## config.mk

```make
export PLATFORM = sky130hd
export DESIGN_NAME = framed_byte_ring_fifo
export DESIGN_NICKNAME = d
export VERILOG_FILES = /design/src/fbrf_pkg.sv /design/src/framed_byte_ring_fifo.sv /design/src/fbrf_ram.sv
export VERILOG_INCLUDE_DIRS = /design/src /design/src/src
export SDC_FILE = /design/constraint.sdc
export NUM_CORES = 2
export LEC_CHECK = 0
export ABC_CLOCK_PERIOD_IN_PS = 16500
export BUFFER_PORTS_ARGS = -buffer_cell sky130_fd_sc_hd__clkbuf_2
export CAP_MARGIN = 20
export CORE_UTILIZATION = 50
export CTS_CLUSTER_SIZE = 12
export DETAILED_ROUTE_END_ITERATION = 6
export PLACE_DENSITY = 0.77
export SYNTH_ARGS = -nofsm -noshare
export SYNTH_HDL_FRONTEND = slang
export SYNTH_SLANG_ARGS = --single-unit
```

## constraint.sdc

```tcl
create_clock -name clock -period 16.5 [get_ports clock]
set_clock_uncertainty 0.15 [all_clocks]
set_input_delay 4.125 -clock clock [delete_from_list [all_inputs] [get_ports clock]]
set_output_delay 4.125 -clock clock [all_outputs]
set_load 0.05 [all_outputs]
```

## src/framed_byte_ring_fifo_defines.svh

```systemverilog
// Assertion macros shared by the framed byte ring FIFO.
// Depends on nothing; included by the top-level module, which checks its own logic.
`ifndef FRAMED_BYTE_RING_FIFO_DEFINES_SVH
`define FRAMED_BYTE_RING_FIFO_DEFINES_SVH

// Same-cycle implication, held off during reset.
`define FBRF_ASSERT_NOW(label, clk, rst, ante, cons, msg) \
   label: assert property (@(posedge clk) disable iff (rst) (ante) |-> (cons)) \
      else $error(msg);

// Next-cycle implication, held off during reset.
`define FBRF_ASSERT_NEXT(label, clk, rst, ante, cons, msg) \
   label: assert property (@(posedge clk) disable iff (rst) (ante) |=> (cons)) \
      else $error(msg);

`endif

```

## src/fbrf_pkg.sv

```systemverilog
// Shared types and constants of the framed byte ring FIFO.
// Depends on nothing; used by the top level.
package fbrf_pkg;

   localparam logic [1:0] OP_PUSH  = 2'd0;
   localparam logic [1:0] OP_POP   = 2'd1;
   localparam logic [1:0] OP_CLEAR = 2'd2;

   localparam logic [1:0] STS_OK         = 2'd0;
   localparam logic [1:0] STS_NO_ROOM    = 2'd1;
   localparam logic [1:0] STS_EMPTY      = 2'd2;
   localparam logic [1:0] STS_BAD_MARKER = 2'd3;

   localparam logic [3:0] FRAME_OVERHEAD = 4'd6;
   localparam logic [3:0] MAX_PAYLOAD    = 4'd8;
   localparam logic [3:0] LEN_OFFSET     = 4'd5;
   localparam int         FRAME_BITS     = 112;
   localparam int         REQ_BITS       = 104;
   localparam int         RSP_BITS       = 112;

   typedef enum logic [3:0] {
      S_IDLE = 4'b0001,
      S_PUSH = 4'b0010,
      S_POP  = 4'b0100,
      S_DONE = 4'b1000
   } state_type;

endpackage

```

## src/framed_byte_ring_fifo.sv

```systemverilog
// Framed byte ring FIFO: stores frames as bytes in a ring RAM, one byte a cycle.
// Depends on fbrf_pkg, fbrf_ram and framed_byte_ring_fifo_defines.svh.
// Usage:
//   req channel: tuser carries the opcode (push, pop, clear); tdata carries the
//   identifier, length and payload of a push. Each accepted word gives exactly
//   one rsp word: tuser the status, tdata the popped frame and the fill level.
//   csr_we writes the marker byte; write it only while no word is in flight.
// Timing:
//   A push writes the frame bytes into the ring and a pop reads them back, one RAM
//   access per cycle; the done state then loads the response register, waiting
//   while that register still holds a response not yet taken by rsp_tready.
//   Empty, refused, clear and unused opcodes go from idle straight to the done
//   state; a pop with a bad marker stops after the marker byte. req_tready is high
//   only while the sequencer is idle, so no word is taken until the last is done.
// Reset:
//   Both ring indices, the state, the byte count, the marker and the response valid
//   clear; ring contents are not cleared and need no sweep.
// Stall:
//   A waiting response is held in its register; the next word is still taken,
//   worked on and its response held in the sequencer until the register frees.
`include "framed_byte_ring_fifo_defines.svh"

module framed_byte_ring_fifo #(
   parameter int RING_BYTES = 256
) (
   input  logic                          clock,
   input  logic                          reset,
   input  logic                          req_tvalid,
   output logic                          req_tready,
   // frame_id [31:0], payload_len [35:32], payload [99:36], zero [103:100]
   input  logic [fbrf_pkg::REQ_BITS-1:0] req_tdata,
   // opcode [1:0]
   input  logic [1:0]                    req_tuser,
   output logic                          rsp_tvalid,
   input  logic                          rsp_tready,
   // out_id [31:0], out_len [35:32], out_payload [99:36], fill_level [107:100],
   // zero [111:108]
   output logic [fbrf_pkg::RSP_BITS-1:0] rsp_tdata,
   // status [1:0]
   output logic [1:0]                    rsp_tuser,
   input  logic                          csr_we,
   input  logic [7:0]                    csr_wdata
);

   localparam int IW = $clog2(RING_BYTES);
   localparam logic [IW-1:0] LAST_ADDR = IW'(RING_BYTES - 1);
   localparam logic [IW:0]   RING_W    = (IW+1)'(RING_BYTES);

   fbrf_pkg::state_type state_ff, state_in;

   logic [IW-1:0] wr_idx_ff, wr_idx_in;
   logic [IW-1:0] rd_idx_ff, rd_idx_in;
   logic [IW-1:0] ptr_ff, ptr_in;
   logic [3:0]    cnt_ff, cnt_in;
   logic [3:0]    last_ff, last_in;
   logic [fbrf_pkg::FRAME_BITS-1:0] frame_ff, frame_in;
   logic [1:0]    status_ff, status_in;
   logic          pop_ok_ff, pop_ok_in;
   logic [7:0]    marker_ff, marker_in;
   logic          rsp_valid_ff, rsp_valid_in;
   logic [fbrf_pkg::RSP_BITS-1:0] rsp_data_ff, rsp_data_in;
   logic [1:0]    rsp_user_ff, rsp_user_in;

   logic          req_fire;
   logic [IW:0]   held_wide;
   logic [IW:0]   need_wide;
   logic          fits;
   logic [3:0]    in_len;
   logic [3:0]    len_sat;
   logic [IW-1:0] ptr_next;
   logic [3:0]    cap_idx;
   logic [3:0]    rd_len_sat;
   logic [31:0]   held32;
   logic [7:0]    fill_level;

   logic          ram_we;
   logic          ram_re;
   logic [7:0]    ram_wdata;
   logic [7:0]    ram_rdata;

   fbrf_ram #(
      .WIDTH(8),
      .DEPTH(RING_BYTES)
   ) u_ring (
      .clock(clock),
      .we   (ram_we),
      .waddr(ptr_ff),
      .wdata(ram_wdata),
      .re   (ram_re),
      .raddr(ptr_ff),
      .rdata(ram_rdata)
   );

   assign req_tready = (state_ff == fbrf_pkg::S_IDLE);
   assign req_fire   = req_tvalid & req_tready;

   assign held_wide = (wr_idx_ff >= rd_idx_ff) ?
                      ({1'b0, wr_idx_ff} - {1'b0, rd_idx_ff}) :
                      (RING_W - {1'b0, rd_idx_ff} + {1'b0, wr_idx_ff});
   assign held32     = 32'(held_wide);
   assign fill_level = held32[7:0];

   assign in_len    = req_tdata[35:32];
   assign len_sat   = (in_len > fbrf_pkg::MAX_PAYLOAD) ? fbrf_pkg::MAX_PAYLOAD : in_len;
   assign need_wide = held_wide + (IW+1)'(fbrf_pkg::FRAME_OVERHEAD) + (IW+1)'(len_sat);
   assign fits      = (need_wide < RING_W);

   assign ptr_next   = (ptr_ff == LAST_ADDR) ? '0 : ptr_ff + 1'b1;
   assign cap_idx    = cnt_ff - 4'd1;
   assign rd_len_sat = (ram_rdata > 8'(fbrf_pkg::MAX_PAYLOAD)) ?
                       fbrf_pkg::MAX_PAYLOAD : ram_rdata[3:0];
   assign ram_wdata  = 8'(frame_ff >> {cnt_ff, 3'b000});

   assign marker_in = csr_we ? csr_wdata : marker_ff;

   always_comb begin
      state_in     = state_ff;
      wr_idx_in    = wr_idx_ff;
      rd_idx_in    = rd_idx_ff;
      ptr_in       = ptr_ff;
      cnt_in       = cnt_ff;
      last_in      = last_ff;
      frame_in     = frame_ff;
      status_in    = status_ff;
      pop_ok_in    = pop_ok_ff;
      rsp_valid_in = rsp_valid_ff;
      rsp_data_in  = rsp_data_ff;
      rsp_user_in  = rsp_user_ff;
      ram_we       = 1'b0;
      ram_re       = 1'b0;

      if (rsp_valid_ff && rsp_tready) begin
         rsp_valid_in = 1'b0;
      end

      case (state_ff)
         fbrf_pkg::S_IDLE: begin
            if (req_fire) begin
               frame_in  = {req_tdata[99:36], 4'b0000, len_sat, req_tdata[31:0], marker_ff};
               status_in = fbrf_pkg::STS_OK;
               pop_ok_in = 1'b0;
               cnt_in    = '0;
               state_in  = fbrf_pkg::S_DONE;
               case (req_tuser)
                  fbrf_pkg::OP_PUSH: begin
                     if (fits) begin
                        ptr_in   = wr_idx_ff;
                        last_in  = fbrf_pkg::LEN_OFFSET + len_sat;
                        state_in = fbrf_pkg::S_PUSH;
                     end else begin
                        status_in = fbrf_pkg::STS_NO_ROOM;
                     end
                  end
                  fbrf_pkg::OP_POP: begin
                     if (wr_idx_ff == rd_idx_ff) begin
                        status_in = fbrf_pkg::STS_EMPTY;
                     end else begin
                        frame_in = '0;
                        ptr_in   = rd_idx_ff;
                        state_in = fbrf_pkg::S_POP;
                     end
                  end
                  fbrf_pkg::OP_CLEAR: begin
                     wr_idx_in = '0;
                     rd_idx_in = '0;
                  end
                  default: begin
                     status_in = fbrf_pkg::STS_OK;
                  end
               endcase
            end
         end
         fbrf_pkg::S_PUSH: begin
            ram_we = 1'b1;
            ptr_in = ptr_next;
            cnt_in = cnt_ff + 4'd1;
            if (cnt_ff == last_ff) begin
               wr_idx_in = ptr_next;
               state_in  = fbrf_pkg::S_DONE;
            end
         end
         fbrf_pkg::S_POP: begin
            ram_re = 1'b1;
            ptr_in = ptr_next;
            cnt_in = cnt_ff + 4'd1;
            if (cnt_ff != 4'd0) begin
               frame_in[{cap_idx, 3'b000} +: 8] = ram_rdata;
               if (cap_idx == 4'd0) begin
                  if (ram_rdata != marker_ff) begin
                     status_in = fbrf_pkg::STS_BAD_MARKER;
                     state_in  = fbrf_pkg::S_DONE;
                  end
               end else if (cap_idx == fbrf_pkg::LEN_OFFSET) begin
                  frame_in[47:40] = {4'b0000, rd_len_sat};
                  last_in         = fbrf_pkg::LEN_OFFSET + rd_len_sat;
                  if (rd_len_sat == 4'd0) begin
                     rd_idx_in = ptr_ff;
                     pop_ok_in = 1'b1;
                     state_in  = fbrf_pkg::S_DONE;
                  end
               end else if ((cap_idx > fbrf_pkg::LEN_OFFSET) && (cap_idx == last_ff)) begin
                  rd_idx_in = ptr_ff;
                  pop_ok_in = 1'b1;
                  state_in  = fbrf_pkg::S_DONE;
               end
            end
         end
         fbrf_pkg::S_DONE: begin
            if (!rsp_valid_ff || rsp_tready) begin
               rsp_valid_in = 1'b1;
               rsp_user_in  = status_ff;
               rsp_data_in  = {4'b0000, fill_level,
                               pop_ok_ff ? frame_ff[111:48] : 64'd0,
                               pop_ok_ff ? frame_ff[43:40]  : 4'd0,
                               pop_ok_ff ? frame_ff[39:8]   : 32'd0};
               state_in     = fbrf_pkg::S_IDLE;
            end
         end
         default: begin
            state_in = fbrf_pkg::S_IDLE;
         end
      endcase
   end

   always_ff @(posedge clock) begin
      if (reset) begin
         state_ff     <= fbrf_pkg::S_IDLE;
         wr_idx_ff    <= '0;
         rd_idx_ff    <= '0;
         cnt_ff       <= '0;
         marker_ff    <= '0;
         rsp_valid_ff <= 1'b0;
      end else begin
         state_ff     <= state_in;
         wr_idx_ff    <= wr_idx_in;
         rd_idx_ff    <= rd_idx_in;
         cnt_ff       <= cnt_in;
         marker_ff    <= marker_in;
         rsp_valid_ff <= rsp_valid_in;
      end
   end

   always_ff @(posedge clock) begin
      ptr_ff      <= ptr_in;
      last_ff     <= last_in;
      frame_ff    <= frame_in;
      status_ff   <= status_in;
      pop_ok_ff   <= pop_ok_in;
      rsp_data_ff <= rsp_data_in;
      rsp_user_ff <= rsp_user_in;
   end

   assign rsp_tvalid = rsp_valid_ff;
   assign rsp_tdata  = rsp_data_ff;
   assign rsp_tuser  = rsp_user_ff;

   `FBRF_ASSERT_NOW(a_idx_range, clock, reset, 1'b1, (wr_idx_ff <= LAST_ADDR) && (rd_idx_ff <= LAST_ADDR), "ring index beyond ring size")
   `FBRF_ASSERT_NEXT(a_push_keeps_rd, clock, reset, state_ff == fbrf_pkg::S_PUSH, $stable(rd_idx_ff), "push moved the read index")
   `FBRF_ASSERT_NOW(a_push_count, clock, reset, state_ff == fbrf_pkg::S_PUSH, cnt_ff <= last_ff, "push ran past the frame end")
   `FBRF_ASSERT_NEXT(a_clear_idx, clock, reset, req_fire && (req_tuser == fbrf_pkg::OP_CLEAR), (wr_idx_ff == '0) && (rd_idx_ff == '0), "clear left an index set")

endmodule

```

## src/fbrf_ram.sv

```systemverilog
// Generic single-write, single-read RAM with registered read data.
// Depends on nothing; instanced by the framed byte ring FIFO.
module fbrf_ram #(
   parameter int WIDTH = 8,
   parameter int DEPTH = 256
) (
   input  logic                     clock,
   input  logic                     we,
   input  logic [$clog2(DEPTH)-1:0] waddr,
   input  logic [WIDTH-1:0]         wdata,
   input  logic                     re,
   input  logic [$clog2(DEPTH)-1:0] raddr,
   output logic [WIDTH-1:0]         rdata
);

   logic [WIDTH-1:0] mem_ff [DEPTH];
   logic [WIDTH-1:0] rdata_ff;

   always_ff @(posedge clock) begin
      if (we) begin
         mem_ff[waddr] <= wdata;
      end
      if (re) begin
         rdata_ff <= mem_ff[raddr];
      end
   end

   assign rdata = rdata_ff;

endmodule

```

==> impl_metrics.xml <==
<?xml version="1.0" encoding="UTF-8"?>
<metrics>
  <group name="worst_hold_path">
    <metric name="holdCritStartpoint" unit="">rd_idx_ff[0]$_SDFFE_PP0P_</metric>
    <metric name="timing.hold.worst.class" unit="">reg2reg</metric>
    <metric name="worst_hold_path.num_cells" unit="">2</metric>
    <metric name="hold_end" unit="">rd_idx_ff[0]$_SDFFE_PP0P_</metric>
  </group>
  <group name="final_layout">
    <metric name="synth_to_layout_area_growth" unit="%">11.3</metric>
    <metric name="layout_cells_sized_above_1" unit="%">25.9</metric>
    <metric name="nNetsFinal" unit="">4873</metric>
  </group>
  <group name="floorplanning">
    <metric name="fp.dieH" unit="um">432</metric>
    <metric name="die_area" unit="sq um">186000</metric>
    <metric name="core.rowCount" unit="">157</metric>
    <metric name="floorplan.die.width" unit="um">432</metric>
    <metric name="fp.coreArea" unit="sq um">183000</metric>
    <metric name="pin_count" unit="">235</metric>
    <metric name="initial_core_util" unit="%">50.4</metric>
  </group>
  <group name="run">
    <metric name="cap_viol_max_count" unit="">0</metric>
  </group>
  <group name="worst_setup_path">
    <metric name="start_kind" unit="">primary input</metric>
    <metric name="timing.critical_path.cells" unit="">clkbuf_2 &gt; nand2b_1 &gt; ha_1 &gt; inv_1 &gt; ha_1 &gt; nor4b_1 &gt; o21ai_0 &gt; a21oi_1 &gt; nand4_1 &gt; xor2_1 &gt; a21oi_1 &gt; a21oi_1</metric>
    <metric name="worst_ep_required_time" unit="ns">16.80</metric>
    <metric name="worst_path_dominant_cell_family" unit="">compound AO/OA/AOI/OAI gates</metric>
    <metric name="timing.setup.critical_path_class" unit="">in2reg</metric>
    <metric name="worst_path_arrival_time" unit="ns">7.31</metric>
    <metric name="reg2reg_setup_slack" unit="ns">10.16</metric>
    <metric name="worst_reg2reg_path_depth" unit="">9</metric>
    <metric name="crit_path_end_kind" unit="">flop</metric>
    <metric name="timing.rr.end" unit="">u_ring.rdata[4]$_DFFE_PP_</metric>
    <metric name="critical_path.max_fanout" unit="">8</metric>
    <metric name="cpPeakStageDelay" unit="ns">0.79</metric>
    <metric name="cp_common_cell" unit="">sky130_fd_sc_hd__a21oi_1</metric>
    <metric name="timing.rr.start" unit="">ptr_ff[1]$_DFFE_PP_</metric>
    <metric name="slowest_stage" unit="">sky130_fd_sc_hd__a21oi_1</metric>
    <metric name="cp.buffers_inverters" unit="">2</metric>
  </group>
  <group name="drt">
    <metric name="firstDrtPassIters" unit="">6</metric>
    <metric name="vias" unit="">47100</metric>
    <metric name="total_length_of_routed_wires" unit="um">227000</metric>
    <metric name="wl_per_cell" unit="um">31.0</metric>
    <metric name="final_antenna_net_count" unit="">0</metric>
    <metric name="post-route-drc-count" unit="">0</metric>
    <metric name="via_per_inst" unit="">6.44</metric>
    <metric name="initialDrtViolationCount" unit="">6781</metric>
  </group>
  <group name="cts">
    <metric name="post-cts-setup-buffers" unit="">0</metric>
    <metric name="cts_buffers" unit="">226</metric>
    <metric name="cts_resized" unit="">0</metric>
    <metric name="cts_root_buf" unit="">sky130_fd_sc_hd__clkbuf_16</metric>
    <metric name="cts_num_sinks" unit="">2326</metric>
    <metric name="cts.clk_slew.worst_paths" unit="ns">0.06</metric>
    <metric name="clock_latency" unit="ns">0.87</metric>
    <metric name="cts_tree" unit="">built</metric>
    <metric name="max-clock-path-buffers" unit="">3</metric>
    <metric name="cts_hold_buf" unit="">0</metric>
    <metric name="cts-htree-levels" unit="">4</metric>
  </group>
  <group name="yosys">
    <metric name="synth_top_cell_by_area" unit="">sky130_fd_sc_hd__edfxtp_1</metric>
    <metric name="postSynthCellCount" unit="">4472</metric>
    <metric name="synth_area_per_cell" unit="sq um">20.6</metric>
    <metric name="synth_seq_area_share" unit="%">75.3</metric>
    <metric name="synth-seq-cells" unit="">2326</metric>
    <metric name="netlist.area_leader.share" unit="%">74.6</metric>
    <metric name="yosysWarnings" unit="">0</metric>
    <metric name="synth-edff-count" unit="">2293</metric>
    <metric name="synth.cells.most_frequent" unit="">sky130_fd_sc_hd__edfxtp_1 (2,293), sky130_fd_sc_hd__mux4_2 (664), sky130_fd_sc_hd__nor2_1 (335)</metric>
    <metric name="synth-main-ff-cell" unit="">sky130_fd_sc_hd__edfxtp_1</metric>
    <metric name="most_repeated_cell_in_the_gate_level_netlist_after_synthesis" unit="">sky130_fd_sc_hd__edfxtp_1</metric>
    <metric name="yosys.cell_types.count" unit="">59</metric>
    <metric name="synth.area.top_cells" unit="">sky130_fd_sc_hd__edfxtp_1 (75%), sky130_fd_sc_hd__mux4_2 (16%), sky130_fd_sc_hd__nor2_1 (1.4%)</metric>
    <metric name="mappedNetlistArea" unit="sq um">92300</metric>
    <metric name="synth-async-reset-ratio" unit="%">0</metric>
  </group>
  <group name="timing">
    <metric name="finalCriticalPeriod" unit="ns">7.01</metric>
    <metric name="fmax" unit="MHz">143</metric>
    <metric name="setup_total_negative_slack" unit="ns">0</metric>
    <metric name="slew_at_the_pin_closest_to_its_max_slew_limit" unit="ns">1.26</metric>
    <metric name="timing.final.max_slew_violations" unit="">0</metric>
    <metric name="setup-violations-final" unit="">0</metric>
    <metric name="maxSlewHeadroom" unit="%">16.0</metric>
    <metric name="timing.final.crit_share" unit="%">42.5</metric>
    <metric name="grt_setup_unrepaired" unit="">no</metric>
    <metric name="final.setup.worst_slack" unit="ns">9.49</metric>
    <metric name="count_of_final_hold_check_violations" unit="">0</metric>
  </group>
  <group name="placed_design">
    <metric name="detailedPlacementHpwl" unit="um">133000</metric>
    <metric name="count_of_port_buffers_added_during_placement" unit="">226</metric>
    <metric name="detailedPlace.worstSlack" unit="ns">8.68</metric>
    <metric name="routabilityCongestion" unit="">0.909</metric>
  </group>
  <group name="global_routing">
    <metric name="grtUsageTotal" unit="%">24.3</metric>
    <metric name="aggregate_global_routing_overflow" unit="">0</metric>
    <metric name="grt_max_degree" unit="">256</metric>
    <metric name="vias_in_the_first_global_route" unit="">47000</metric>
    <metric name="wire_length_of_the_first_global_routing_pass" unit="um">327000</metric>
    <metric name="initial_antenna_violation_count" unit="">1</metric>
  </group>
  <group name="pwr">
    <metric name="cellLeakagePower" unit="nW">32.0</metric>
    <metric name="power.ir.vdd_worst" unit="V">0.000115</metric>
    <metric name="power_density" unit="nW/um^2">127</metric>
  </group>
  <group name="status">
    <metric name="run_status" unit="">complete, no violations</metric>
  </group>
</metrics>
[registers in the layout, indices dropped and copies added, names as in the netlist]
name           cells
cnt_ff             4
frame_ff         112
last_ff            4
marker_ff          8
pop_ok_ff          1
ptr_ff             8
rd_idx_ff          8
rsp_tdata        108
rsp_tuser          2
rsp_tvalid         1
state_ff           4
status_ff          2
u_ring.mem_ff   2048
u_ring.rdata       8
wr_idx_ff          8
[worst reg2reg max path: stages (launching register included)]
cell and delay, ns:
sky130_fd_sc_hd__edfxtp_1 0.33, sky130_fd_sc_hd__buf_4 0.57, sky130_fd_sc_hd__buf_4 0.75, sky130_fd_sc_hd__buf_4 0.78, sky130_fd_sc_hd__buf_4 0.88, sky130_fd_sc_hd__mux4_2 0.51, sky130_fd_sc_hd__mux4_2 0.51, sky130_fd_sc_hd__a22o_1 0.28
sky130_fd_sc_hd__a221oi_1 0.76, sky130_fd_sc_hd__o221ai_1 0.46
[logic make-up after synthesis]
family | count (synthesis) | share of synthesized area [%]
xor gates and xnor gates | 31 | 0.294
AOI/OAI and AO/OA | 276 | 2.04
DFF | 2326 | 75.3
muxes | 704 | 16.6
adders and majority gates | 26 | 0.361
and+or+nand+nor | 790 | 3.86
other | 1 | 0.00406
buffers and inverters | 318 | 1.47
[per-layer routing]
| layer | track usage (%) | wire, um | vias to the layer above |
|---|---|---|---|
| met5 | 0 | 13 | - |
| met4 | 9.75 | 9900 | 2 |
| met3 | 5.25 | 25300 | 536 |
| met2 | 39.2 | 110000 | 3338 |
| met1 | 32.6 | 81300 | 24400 |
| li1 | - | - | 18900 |
[cells in the final DEF, fill, tap and decap left out, drive strengths merged, types with 21 or more instances in the layout]
cell	instances
a21oi	49
a22oi	22
a32o	42
and2	107
buf	85
clkbuf	524
clkinv	45
dfxtp	33
edfxtp	2293
ha	25
inv	38
mux2i	38
mux4	664
nand2	177
nand3	82
nand4	21
nor2	335
o21ai	82
[power breakdown]
part | internal (mW) | switching, mW | total, mW
clock | 2.55 | 2.14 | 4.68
sequential | 6.69 | 0.0380 | 6.73
combinational | 0.632 | 1.02 | 1.65
[stage by stage]
step	total power, mW	util, %	cells	hold WS (ns)	instance area, sq um
finish	13.1	56.1	7321	0.326	103000
detailed placement	8.48	52.5	6960	0.320	96200
global route	13.4	56.1	7317	0.342	103000
CTS	13.1	56.0	7313	0.327	103000
global placement	8.44	52.5	6960	0.307	96200
floorplan	8.03	-	4475	0.250	92300
[layout make-up]
cell class              instances  area (sq um)
well taps                    2464          3080
repair buffers                312          1970
multi-input cells            1831         21600
fillers                     13000         80500
clock buffers                 297          5960
clock inverters                56           528
inverters                      31           116
diodes                          4          10.0
flip-flops and latches       2326         69500
[worst max-delay path by stage]
| stage | start | cells after the start | end |
|---|---|---|---|
| after floorplan | cnt_ff[0]$_SDFFE_PP0P_ | 6 | u_ring.mem_ff[0][4]$_DFFE_PP_ |
| after global placement | req_tdata[35] | 12 | ptr_ff[4]$_DFFE_PP_ |
| after detailed placement | req_tdata[35] | 12 | ptr_ff[5]$_DFFE_PP_ |
| after CTS | req_tdata[35] | 12 | ptr_ff[3]$_DFFE_PP_ |
| after global routing | req_tdata[35] | 12 | ptr_ff[2]$_DFFE_PP_ |
| final | req_tdata[35] | 12 | ptr_ff[2]$_DFFE_PP_ |
No activity file was read; power rests on OpenSTA's default activity.
